`src/rtl/sdpd_pkg.sv`:
```
// Shared types, codes and lookup functions for the SMS-DELIVER PDU stream decoder.
`timescale 1ns / 1ps
`default_nettype none
package sdpd_pkg;

  localparam logic [1:0] KIND_ADDR = 2'd0;
  localparam logic [1:0] KIND_MSG  = 2'd1;
  localparam logic [1:0] KIND_END  = 2'd2;

  localparam logic [7:0] CH_CR   = 8'h0D;
  localparam logic [7:0] CH_LF   = 8'h0A;
  localparam logic [7:0] CH_ZERO = 8'h30;
  localparam logic [7:0] CH_PLUS = 8'h2B;
  localparam logic [7:0] TOA_INTL = 8'h91;
  localparam int unsigned PREFIX_LEN = 5;
  localparam int unsigned SCTS_LEN   = 7;

  localparam int unsigned QDEPTH = 4;
  localparam int unsigned QPW    = $clog2(QDEPTH);
  localparam int unsigned QCW    = $clog2(QDEPTH + 1);

  typedef enum logic [3:0] {
    PH_SC_LEN    = 4'd0,
    PH_SC_SKIP   = 4'd1,
    PH_TYPE      = 4'd2,
    PH_OA_LEN    = 4'd3,
    PH_OA_TYPE   = 4'd4,
    PH_OA_DIGITS = 4'd5,
    PH_PID       = 4'd6,
    PH_DCS       = 4'd7,
    PH_SCTS      = 4'd8,
    PH_UDL       = 4'd9,
    PH_UD        = 4'd10,
    PH_DONE      = 4'd11
  } phase_t;

  typedef struct packed {
    logic [1:0] kind;
    logic [6:0] ch;
    logic       last;
  } res_word_t;

  typedef struct packed {
    logic [1:0] cnt;
    res_word_t  w0;
    res_word_t  w1;
  } push_t;

  typedef struct packed {
    logic [QCW-1:0] fill;
  } q_stat_t;

  // "+CMT:" notification prefix
  function automatic logic [7:0] cmt_char(input logic [2:0] idx);
    logic [7:0] c;
    unique case (idx)
      3'd0:    c = 8'h2B;
      3'd1:    c = 8'h43;
      3'd2:    c = 8'h4D;
      3'd3:    c = 8'h54;
      3'd4:    c = 8'h3A;
      default: c = 8'h00;
    endcase
    return c;
  endfunction

  // bad digits decode as 0xFF
  function automatic logic [7:0] hex_value(input logic [7:0] c);
    logic [7:0] v;
    if (c >= 8'h30 && c <= 8'h39)      v = c - 8'h30;
    else if (c >= 8'h41 && c <= 8'h46) v = c - 8'h37;
    else if (c >= 8'h61 && c <= 8'h66) v = c - 8'h57;
    else                               v = 8'hFF;
    return v;
  endfunction

endpackage
`default_nettype wire

```
`src/rtl/sdpd_core.sv`:
```
// Line framing, hex pairing, PDU field decode; one received word per take cycle.
`timescale 1ns / 1ps
`default_nettype none
module sdpd_core
  import sdpd_pkg::*;
#(
  parameter int unsigned MAX_LINE = 511
) (
  input  wire logic       clk,
  input  wire logic       rst_n,
  input  wire logic       take,
  input  wire logic [7:0] rx_byte,
  output push_t           push
);

  localparam int unsigned LCW = $clog2(MAX_LINE + 1);
  localparam logic [LCW-1:0] LINE_LIM = LCW'(MAX_LINE);
  localparam logic [LCW-1:0] PFX_LEN  = LCW'(PREFIX_LEN);

  logic           pdu_mode_r,  pdu_mode_nxt;
  logic [LCW-1:0] line_cnt_r,  line_cnt_nxt;
  logic           prefix_ok_r, prefix_ok_nxt;
  logic           hex_half_r,  hex_half_nxt;
  logic [3:0]     hi_nib_r,    hi_nib_nxt;
  phase_t         phase_r,     phase_nxt;
  logic [7:0]     skip_r,      skip_nxt;
  logic [7:0]     digits_r,    digits_nxt;
  logic [6:0]     carry_r,     carry_nxt;
  logic [2:0]     ccnt_r,      ccnt_nxt;
  logic [7:0]     septs_r,     septs_nxt;

  logic [7:0]  nib;
  logic [7:0]  pbyte;
  logic [2:0]  ucnt;
  logic [14:0] ushift;
  logic [7:0]  uhigh;
  logic [6:0]  sept0;
  logic [6:0]  sept1;
  logic [1:0]  n;
  res_word_t   w0, w1;

  always_ff @(posedge clk) begin
    if (!rst_n) begin
      pdu_mode_r  <= 1'b0;
      line_cnt_r  <= '0;
      prefix_ok_r <= 1'b1;
      hex_half_r  <= 1'b0;
      hi_nib_r    <= '0;
      phase_r     <= PH_SC_LEN;
      skip_r      <= '0;
      digits_r    <= '0;
      carry_r     <= '0;
      ccnt_r      <= '0;
      septs_r     <= '0;
    end else if (take) begin
      pdu_mode_r  <= pdu_mode_nxt;
      line_cnt_r  <= line_cnt_nxt;
      prefix_ok_r <= prefix_ok_nxt;
      hex_half_r  <= hex_half_nxt;
      hi_nib_r    <= hi_nib_nxt;
      phase_r     <= phase_nxt;
      skip_r      <= skip_nxt;
      digits_r    <= digits_nxt;
      carry_r     <= carry_nxt;
      ccnt_r      <= ccnt_nxt;
      septs_r     <= septs_nxt;
    end
  end

  assign nib    = hex_value(rx_byte);
  assign pbyte  = {hi_nib_r, 4'h0} | nib;
  assign ucnt   = (ccnt_r == 3'd7) ? 3'd6 : ccnt_r;
  assign ushift = {7'd0, pbyte} << ucnt;
  assign uhigh  = pbyte >> (3'd7 - ucnt);
  assign sept0  = ushift[6:0] | carry_r;
  assign sept1  = uhigh[6:0];

  always_comb begin
    pdu_mode_nxt  = pdu_mode_r;
    line_cnt_nxt  = line_cnt_r;
    prefix_ok_nxt = prefix_ok_r;
    hex_half_nxt  = hex_half_r;
    hi_nib_nxt    = hi_nib_r;
    phase_nxt     = phase_r;
    skip_nxt      = skip_r;
    digits_nxt    = digits_r;
    carry_nxt     = carry_r;
    ccnt_nxt      = ccnt_r;
    septs_nxt     = septs_r;
    n  = 2'd0;
    w0 = '0;
    w1 = '0;

    if (rx_byte == CH_CR) begin
      // dropped
    end else if (rx_byte == CH_LF) begin
      if (pdu_mode_r) begin
        w0 = '{kind: KIND_END, ch: 7'd0, last: 1'b0};
        n  = 2'd1;
        pdu_mode_nxt = 1'b0;
      end else if (prefix_ok_r && line_cnt_r >= PFX_LEN) begin
        pdu_mode_nxt = 1'b1;
        hi_nib_nxt   = '0;
        phase_nxt    = PH_SC_LEN;
        skip_nxt     = '0;
        digits_nxt   = '0;
        carry_nxt    = '0;
        ccnt_nxt     = '0;
        septs_nxt    = '0;
      end
      line_cnt_nxt  = '0;
      prefix_ok_nxt = 1'b1;
      hex_half_nxt  = 1'b0;
    end else if (line_cnt_r < LINE_LIM) begin
      line_cnt_nxt = line_cnt_r + LCW'(1);
      if (pdu_mode_r) begin
        if (phase_r != PH_DONE) begin
          if (rx_byte == 8'h00) begin
            phase_nxt = PH_DONE;
          end else if (!hex_half_r) begin
            hi_nib_nxt   = nib[3:0];
            hex_half_nxt = 1'b1;
          end else begin
            hex_half_nxt = 1'b0;
            unique case (phase_r)
              PH_SC_LEN: begin
                skip_nxt  = pbyte;
                phase_nxt = (pbyte == 8'd0) ? PH_TYPE : PH_SC_SKIP;
              end
              PH_SC_SKIP: begin
                skip_nxt = skip_r - 8'd1;
                if (skip_r == 8'd1) phase_nxt = PH_TYPE;
              end
              PH_TYPE:   phase_nxt = PH_OA_LEN;
              PH_OA_LEN: begin
                digits_nxt = pbyte;
                phase_nxt  = PH_OA_TYPE;
              end
              PH_OA_TYPE: begin
                if (pbyte == TOA_INTL) begin
                  w0 = '{kind: KIND_ADDR, ch: CH_PLUS[6:0], last: 1'b0};
                  n  = 2'd1;
                end
                phase_nxt = (digits_r == 8'd0) ? PH_PID : PH_OA_DIGITS;
              end
              PH_OA_DIGITS: begin
                // low nibble is the first digit of the pair
                if (digits_r != 8'd0) begin
                  w0 = '{kind: KIND_ADDR, ch: 7'({3'd0, pbyte[3:0]} + CH_ZERO[6:0]),
                         last: 1'b0};
                  n  = 2'd1;
                end
                if (digits_r >= 8'd2) begin
                  w1 = '{kind: KIND_ADDR, ch: 7'({3'd0, pbyte[7:4]} + CH_ZERO[6:0]),
                         last: 1'b0};
                  n  = 2'd2;
                end
                digits_nxt = (digits_r >= 8'd2) ? digits_r - 8'd2 : 8'd0;
                if (digits_r <= 8'd2) phase_nxt = PH_PID;
              end
              PH_PID: phase_nxt = PH_DCS;
              PH_DCS: begin
                skip_nxt  = 8'(SCTS_LEN);
                phase_nxt = PH_SCTS;
              end
              PH_SCTS: begin
                skip_nxt = skip_r - 8'd1;
                if (skip_r == 8'd1) phase_nxt = PH_UDL;
              end
              PH_UDL: begin
                septs_nxt = pbyte;
                carry_nxt = '0;
                ccnt_nxt  = '0;
                phase_nxt = PH_UD;
              end
              PH_UD: begin
                septs_nxt = septs_r;
                if (septs_r != 8'd0) begin
                  w0 = '{kind: KIND_MSG, ch: sept0, last: 1'b0};
                  n  = 2'd1;
                  septs_nxt = septs_r - 8'd1;
                end
                // every seventh byte completes an extra septet from the carry
                if (ucnt == 3'd6) begin
                  if (septs_nxt != 8'd0) begin
                    if (n == 2'd0) begin
                      w0 = '{kind: KIND_MSG, ch: sept1, last: 1'b0};
                      n  = 2'd1;
                    end else begin
                      w1 = '{kind: KIND_MSG, ch: sept1, last: 1'b0};
                      n  = 2'd2;
                    end
                    septs_nxt = septs_nxt - 8'd1;
                  end
                  carry_nxt = '0;
                  ccnt_nxt  = '0;
                end else begin
                  carry_nxt = sept1;
                  ccnt_nxt  = ucnt + 3'd1;
                end
              end
              default: phase_nxt = PH_DONE;
            endcase
          end
        end
      end else if (line_cnt_r < PFX_LEN) begin
        if (rx_byte != cmt_char(line_cnt_r[2:0])) prefix_ok_nxt = 1'b0;
      end
    end

    w0.last = (n == 2'd1);
    w1.last = 1'b1;
  end

  assign push.cnt = take ? n : 2'd0;
  assign push.w0  = w0;
  assign push.w1  = w1;

endmodule
`default_nettype wire

```
`src/rtl/sdpd_resq.sv`:
```
// Result queue: takes up to two words per cycle, hands out one per pop.
`timescale 1ns / 1ps
`default_nettype none
module sdpd_resq
  import sdpd_pkg::*;
(
  input  wire logic  clk,
  input  wire logic  rst_n,
  input  wire push_t push,
  input  wire logic  pop,
  output res_word_t  head,
  output q_stat_t    stat
);

  res_word_t      mem [QDEPTH];
  logic [QPW-1:0] wr_r, wr_nxt;
  logic [QPW-1:0] rd_r, rd_nxt;
  logic [QCW-1:0] fill_r, fill_nxt;

  assign wr_nxt   = wr_r + QPW'(push.cnt);
  assign rd_nxt   = rd_r + QPW'(pop);
  assign fill_nxt = fill_r + QCW'(push.cnt) - QCW'(pop);

  always_ff @(posedge clk) begin
    if (!rst_n) begin
      wr_r   <= '0;
      rd_r   <= '0;
      fill_r <= '0;
    end else begin
      wr_r   <= wr_nxt;
      rd_r   <= rd_nxt;
      fill_r <= fill_nxt;
    end
  end

  always_ff @(posedge clk) begin
    if (push.cnt != 2'd0) mem[wr_r] <= push.w0;
    if (push.cnt == 2'd2) mem[wr_r + QPW'(1)] <= push.w1;
  end

  assign head      = mem[rd_r];
  assign stat.fill = fill_r;

endmodule
`default_nettype wire

```
`src/rtl/sms_deliver_pdu_stream_decoder.sv`:
```
// Top level: received-character decoder for SMS-DELIVER PDUs with a result queue.
// Results of an accepted word are queued and go out on out_ after older words.
// Throughput: one input word per cycle while the four-word result queue has two free
//   slots; out_ drains one word per ready cycle, so two-result words set the pace.
// Reset (synchronous, rst_n low) empties the queue, disarms the decoder and clears
//   the line state.
`timescale 1ns / 1ps
`default_nettype none
module sms_deliver_pdu_stream_decoder
  import sdpd_pkg::*;
#(
  parameter int unsigned MAX_LINE = 511
) (
  input  wire logic       clk,
  input  wire logic       rst_n,
  input  wire logic       in_valid,
  output logic            in_ready,
  input  wire logic [7:0] in_rx_byte,
  output logic            out_valid,
  input  wire logic       out_ready,
  output logic [1:0]      out_kind,
  output logic [6:0]      out_char_value,
  output logic            out_last_of_run
);

  push_t     push;
  res_word_t head;
  q_stat_t   stat;
  logic      take;
  logic      pop;

  assign in_ready  = (stat.fill <= QCW'(QDEPTH - 2));
  assign take      = in_valid && in_ready;
  assign out_valid = (stat.fill != '0);
  assign pop       = out_valid && out_ready;

  sdpd_core #(.MAX_LINE(MAX_LINE)) u_core (
    .clk     (clk),
    .rst_n   (rst_n),
    .take    (take),
    .rx_byte (in_rx_byte),
    .push    (push)
  );

  sdpd_resq u_resq (
    .clk   (clk),
    .rst_n (rst_n),
    .push  (push),
    .pop   (pop),
    .head  (head),
    .stat  (stat)
  );

  assign out_kind        = head.kind;
  assign out_char_value  = head.ch;
  assign out_last_of_run = head.last;

  a_fill_bound: assert property (@(posedge clk) disable iff (!rst_n)
    stat.fill <= QCW'(QDEPTH))
    else $error("result queue overfilled");

  a_fill_track: assert property (@(posedge clk) disable iff (!rst_n)
    $past(rst_n) |-> stat.fill ==
      QCW'($past(stat.fill) + QCW'($past(push.cnt)) - QCW'($past(pop))))
    else $error("queue fill does not track pushes and pops");

  a_end_single: assert property (@(posedge clk) disable iff (!rst_n)
    (push.cnt != 2'd0 && push.w0.kind == KIND_END) |-> push.cnt == 2'd1)
    else $error("end marker shares a word run");

  a_end_last: assert property (@(posedge clk) disable iff (!rst_n)
    (out_valid && out_kind == KIND_END) |-> out_last_of_run)
    else $error("end marker not flagged last");

endmodule
`default_nettype wire

```
`config.mk`:
```
export PLATFORM = sky130hd
export DESIGN_NAME = sms_deliver_pdu_stream_decoder
export DESIGN_NICKNAME = d
export VERILOG_FILES = /design/src/rtl/sdpd_pkg.sv /design/src/rtl/sdpd_core.sv /design/src/rtl/sdpd_resq.sv /design/src/rtl/sms_deliver_pdu_stream_decoder.sv
export SDC_FILE = /design/constraint.sdc
export NUM_CORES = 1
export LEC_CHECK = 0
export BUFFER_PORTS_ARGS = -buffer_cell sky130_fd_sc_hd__buf_2
export CORE_MARGIN = 4
export CORE_UTILIZATION = 40
export CTS_CLUSTER_DIAMETER = 80
export DETAILED_ROUTE_END_ITERATION = 12
export PLACE_DENSITY = 0.66
export SLEW_MARGIN = 20
export SYNTH_ARGS = -nofsm -noshare
export SYNTH_HDL_FRONTEND = slang
export SYNTH_SLANG_ARGS = --single-unit
```
`constraint.sdc`:
```
create_clock -name clk -period 10.85 [get_ports clk]
set_clock_uncertainty 0.1 [all_clocks]
set_input_delay 1.6275 -clock clk [delete_from_list [all_inputs] [get_ports clk]]
set_output_delay 1.6275 -clock clk [all_outputs]
set_load 0.05 [all_outputs]
```
* Word-level counts from Yosys, hierarchy flattened
Memory sizes are Yosys's and may differ from the RTL's. A register that Yosys moved wholly into a read port is not among the register bits.
Index checks and enable logic that the tools add are counted.
** Word-level totals
- Flip-flop bits (word level) :: 61
- RAM bits :: 40
- Bits of input ports :: 12
- Output and inout port bits :: 12
- Logic and storage cells :: 276
- Memories :: 1
** Memory list
- u_resq.mem :: words 4, width 10, rd ports 1, clocked after Yosys merged registers in 1, wr ports 2, line sdpd_resq.sv:15 : res_word_t mem [QDEPTH];
** Cells by class
- $add $sub $neg :: 17
- Magnitude comparators :: 12
- Equality and inequality tests :: 33
- Shift-type cells :: 2
- Muxes and demuxes :: 157
- Bitwise logic cells :: 3
- Reduce and logical (&&, ||, !) cells :: 37
** Operators by type and width (count)
- $mux W8 :: 42
- $mux W10 :: 19
- $mux W7 :: 10
- $mux W4 :: 17
- $mux W2 :: 23
- $mux W9 :: 5
- $pmux W4 S11 :: 1
- $pmux W7 S5 :: 1
- $pmux W8 S2 :: 2
- $mux W3 :: 10
- $pmux W10 S3 :: 1
- $reduce_and A10 Y1 :: 3
- $logic_not A8 Y1 :: 3
- $pmux W8 S3 :: 1
- $reduce_bool A8 Y1 :: 3
- $sub A8 B1 Y8 const B :: 3
- $mux W1 :: 21
- $pmux W10 S2 :: 1
- $eq A4 B3 Y1 const B :: 4
- $eq A8 B4 Y1 const B :: 2
- $ge A8 B7 Y1 const B :: 2
- $le A8 B7 Y1 const B :: 2
- $sub A8 B6 Y8 const B :: 2
- $add A4 B6 Y7 const B :: 2
- other kinds (54) :: 81

* Logic depth before layout (Yosys ltp)
- Word-level depth :: 26
- Depth in mapped cells :: 20
- Gate-level depth less buffers :: 18

* Modules after synthesis
From an unflattened synthesis, not the netlist that was laid out.
** Second synthesis, totals
- Cells, all modules :: 879
- Area, all modules :: 7876.3 sq um
** Modules (own cells, without submodules)
- sdpd_core :: times used 1, cells an instance 738, area each 5400.2 sq um, seq. area each 1081.0 sq um
- sdpd_resq :: times used 1, cells an instance 137, area each 2444.8 sq um, seq. area each 1341.3 sq um
- sms_deliver_pdu_stream_decoder :: times used 1, cells an instance 4, area each 31.3 sq um, seq. area each 0.0 sq um

* Worst setup path before layout
No wires, ideal clock.
- Path type :: input-to-reg
- From :: input in_rx_byte[1]
- To :: memory u_resq.mem[0][1] (netlist bit), enable pin
- Arrival time :: 4.731 ns
- Data required time :: 10.363 ns
- Path slack :: 5.632 ns
- Stages :: 12
- Buffers on the path :: 1
- Cell sequence :: buf_2 inv_1 ha_1 nor3b_2 a22oi_1 a22oi_2 nand2_1 a2111oi_4 a31oi_2 o21ai_4 nand2_4 o31ai_1
** RTL lines
- from (decl) :: line sms_deliver_pdu_stream_decoder.sv:18 : input wire logic [7:0] in_rx_byte,
- to (decl) :: line sdpd_resq.sv:15

* Final worst setup path
- From :: input in_rx_byte[4]
- To :: register u_core.carry_r[0]
** On the way
- Longest elaborated chain between the ends :: 15
** Ends and longest elaborated chain
- $ge A8 B7 Y1 / $le A8 B7 Y1 (equally long branches) :: line sdpd_pkg.sv:72 : else if (c >= 8'h61 && c <= 8'h66) v = c - 8'h57;
- $logic_and A1 B1 Y1 :: line sdpd_pkg.sv:72
- $mux W8 :: line sdpd_pkg.sv:72
- $mux W8 :: line sdpd_pkg.sv:71 : else if (c >= 8'h41 && c <= 8'h46) v = c - 8'h37;
- $mux W8 :: line sdpd_pkg.sv:70 : if (c >= 8'h30 && c <= 8'h39) v = c - 8'h30;
- $or A8 B8 Y8 :: line sdpd_core.sv:71 : assign pbyte = {hi_nib_r, 4'h0} | nib;
- $shr A8 B3 Y7 :: line sdpd_core.sv:74 : assign uhigh = pbyte >> (3'd7 - ucnt);
- $mux W7 :: line sdpd_core.sv:184 : if (ucnt == 3'd6) begin
- $pmux W7 S2 :: line sdpd_core.sv:125 : unique case (phase_r)
- $mux W7 :: line sdpd_core.sv:120 : end else if (!hex_half_r) begin
- $mux W7 :: line sdpd_core.sv:118 : if (rx_byte == 8'h00) begin
- $mux W7 :: line sdpd_core.sv:117 : if (phase_r != PH_DONE) begin
- $mux W7 :: line sdpd_core.sv:116 : if (pdu_mode_r) begin
- $mux W7 :: line sdpd_core.sv:114 : end else if (line_cnt_r < LINE_LIM) begin
- $mux W7 :: line sdpd_core.sv:96 : end else if (rx_byte == CH_LF) begin
- to (signal assigned) :: line sdpd_core.sv:64 : carry_r <= carry_nxt;
- to (decl) :: line sdpd_core.sv:28 : logic [6:0] carry_r, carry_nxt;
Several ways; a longest one is shown, not always the timed one. The select of a mux whose other input is x is not followed.
A chain may end at the register's enable or synchronous reset.

==> reports/results.tsv <==
metric	value	unit
power_density	109	nW/um2
synthXorXnorAreaFrac	3.29	%
leakagePower	2.97	nW
post-route-util	43.5	%
maxCapViolCount	0	
status	finished clean	
vdd_drop_max	0.0797	mV
required	11.05	ns
holdBufCountCts	0	
path_cells	buf_2, inv_1, ha_1, nor2b_1, nand3_1, buf_4, inv_1, ha_1, or4b_1, nor3_1, a32o_1, o21a_1	
numPortBuffers	23	
dieWidth	149	um
timing.fmax	0.181	GHz
grt_overflow_total	0	
syn_nets	998	
slew_headroom	41.0	%
wl	22000	um
rr_worst_depth	16	
ff2ff_setup_slack	5.72	ns
grt_pass1_vias	6890	
synthCells	954	
worstSetupEndpointType	register	
swShare	31.8	%
die-area	22300	um2
synth_top_family_by_area	compound AO/OA/AOI/OAI gates	
drive_gt1_share	11.7	%
rsz0062_at_grt	false	
setup-violations-final	0	
drt_iter0_markers	572	
hold_viol_final	0	
yosysSeqAreaShare	29.3	%
max_stage_delay	0.94	ns
via_count	7385	
synth_adder_area_share	5.11	%
fin_ws	5.33	ns
antenna_left	0	
cp.arrival	5.72	ns
highest-signal-layer	met4	
synth.top_cells.by_area	dfxtp_1 17%, edfxtp_1 12%, ha_1 4.9%, nor2_1 4.1%, nand2_1 3.6%	
fin_area	8500	um2
synth_area_per_cell	8.37	um2
routedWlPerCell	18.3	um
min_path_cells	2	
htree_num_levels	3	
synth_area_leader_cell	dfxtp_1	
min_period_over_period	50.9	%
min-delay-path-class	reg2reg	
synth_compound_area_share	27.0	%
synth.top_cell.area_share	17.3	%
ys.flop_type	dfxtp_1	
ys_warn_count	0	
placed_area	8220	um2
grt_util_all_layers	19.8	%
tns	0	ns
clkTransAtPathRegs	0.07	ns
ys_ff_latch	101	
grt_first_pass_wirelength	36100	um
syn_to_final_growth	6.46	%
switchingPower	0.000294	W
timing.hold.ws	0.369	ns
cts_setup_buffers	0	
seqCellArea	2340	um2
cts_tree	built	
critPathSlowestCell	or4b_1	
grt_max_degree	54	
dr_wl_met2	10300	um
synthesis.area	7980	um2
dr.pass1.iters	6	
cts_buffers	9	
antenna_found_initial	0	
multiInputGateArea	5220	um2
comb_power_share	21.6	%
async_reset_ff_share	0	%
critical_path.max_fanout	28	
synth-edff-count	32	
cts_buffer_depth	2	
synthMuxAreaShare	4.22	%
startpoint_type	primary input	
n_antenna_cell	0	
ys_types	110	
pwr-share-clk	32.8	%
drv_slew	0	
wl_met3	1300	um
synth-simple-area-share	25.8	%
finalNetCount	978	
clockRootBuffer	clkbuf_16	
gp_congestion	0.930	
cts-resized-gates	0	
initial_core_util	40.9	%
fillers	2001	
ios	24	
met1_length	10000	um
avgViaCountPerCell	6.13	
fin_crit	5.52	ns
core-area	19500	um2
drc	0	
criticalPathCategory	in2reg	
clock_sinks	101	
dp_slack	5.02	ns
insertion_delay	0.36	ns
tightest_slew	0.885	ns
row_count	51	
internal_power	0.000632	W
die_h	149	um
place_hpwl	15900	um
seq_power_share	45.6	%
synth_stat cells, types with 20 or more instances:
cell type	number
a21oi_1	52
and2_1	20
clkbuf_1	41
dfxtp_1	69
edfxtp_1	32
ha_1	31
inv_1	36
nand2_1	76
nand3_1	39
nor2_1	88
nor2b_1	27
nor3_1	33
o21ai_0	38
cells in the final DEF (no fill, tap or decap), types with 11 or more instances in the layout:
cell	synthesis	final
o21ai_0	38	38
o22ai_1	12	12
edfxtp_1	32	32
a22oi_1	12	12
a31oi_1	12	12
nor2_1	88	88
inv_1	36	36
dfxtp_1	69	69
xnor2_1	17	17
and3_1	11	11
nand2_1	76	76
xor2_1	13	13
nor3_1	33	33
ha_1	31	31
a21boi_0	12	12
nand3_1	39	39
nand4_1	11	11
and2_1	20	20
buf_2	13	23
a21oi_1	52	52
nor2b_1	27	27
state kept, by name, summed over array words and instances, names as in the netlist, 3 cells and up:
name / cells
u_core.carry_r: 7
u_core.septs_r: 8
u_core.skip_r: 8
u_core.ccnt_r: 3
u_core.hi_nib_r: 4
u_resq.stat: 3
u_core.digits_r: 8
u_resq.mem: 40
u_core.line_cnt_r: 9
u_core.phase_r: 4
cells by family (layout without fill, tap and decap cells):
group                      after synthesis  in the layout
and+or+nand+nor                        385            385
AOI/OAI and AO/OA                      284            284
DFF                                    101            101
buffers and inverters                  101             86
adders and majority gates               32             32
xor gates and xnor gates                30             30
muxes                                   21             21
per-layer routing:
metal / global-route usage (%) / up-vias
met5: 0 / -
met4: 6.54 / 0
met3: 2.70 / 51
met2: 31.5 / 263
met1: 27.6 / 3512
li1: - / 3559
path summary, 6_finish.rpt:
path | from | end
setup / recovery | in_rx_byte[4] | u_core.carry_r[0]
hold / removal | u_core.carry_r[4] | u_core.carry_r[4]
hold reg to reg | u_core.carry_r[4] | u_core.carry_r[4]
setup reg to reg | u_core.septs_r[0] | u_resq.mem[1][7]
critical path, delay by kind of cell:
| kind | cells | cell delay (ns) |
|---|---|---|
| compound gates | 2 | 0.40 |
| fa+ha+maj | 2 | 0.65 |
| buf+inv | 4 | 1.03 |
| simple gates | 4 | 1.98 |
stage by stage:
step           cells  power (W)
2_1_floorplan    954   0.000590
5_1_grt         1204   0.000973
3_3_place_gp    1188   0.000631
4_1_cts         1204   0.000935
6_report        1204   0.000927
3_5_place_dp    1188   0.000633
power groups by stage:
stage	sequential (W)	clock (W)	combinational, W
final	0.000423	0.000304	0.000200
after global routing	0.000427	0.000325	0.000220
after CTS	0.000424	0.000310	0.000201
after detailed placement	0.000433	0	0.000200
after global placement	0.000432	0	0.000198
after floorplan	0.000415	0	0.000175
cell type report:
type	instances	area share, %
repair buffers	33	2.24
multi-input cells	752	61.4
clock buffers	11	2.78
well taps	265	3.90
clock inverters	5	0.427
inverters	37	1.63
flip-flops and latches	101	27.6
Note: power is estimated with default switching activity, not from simulation.
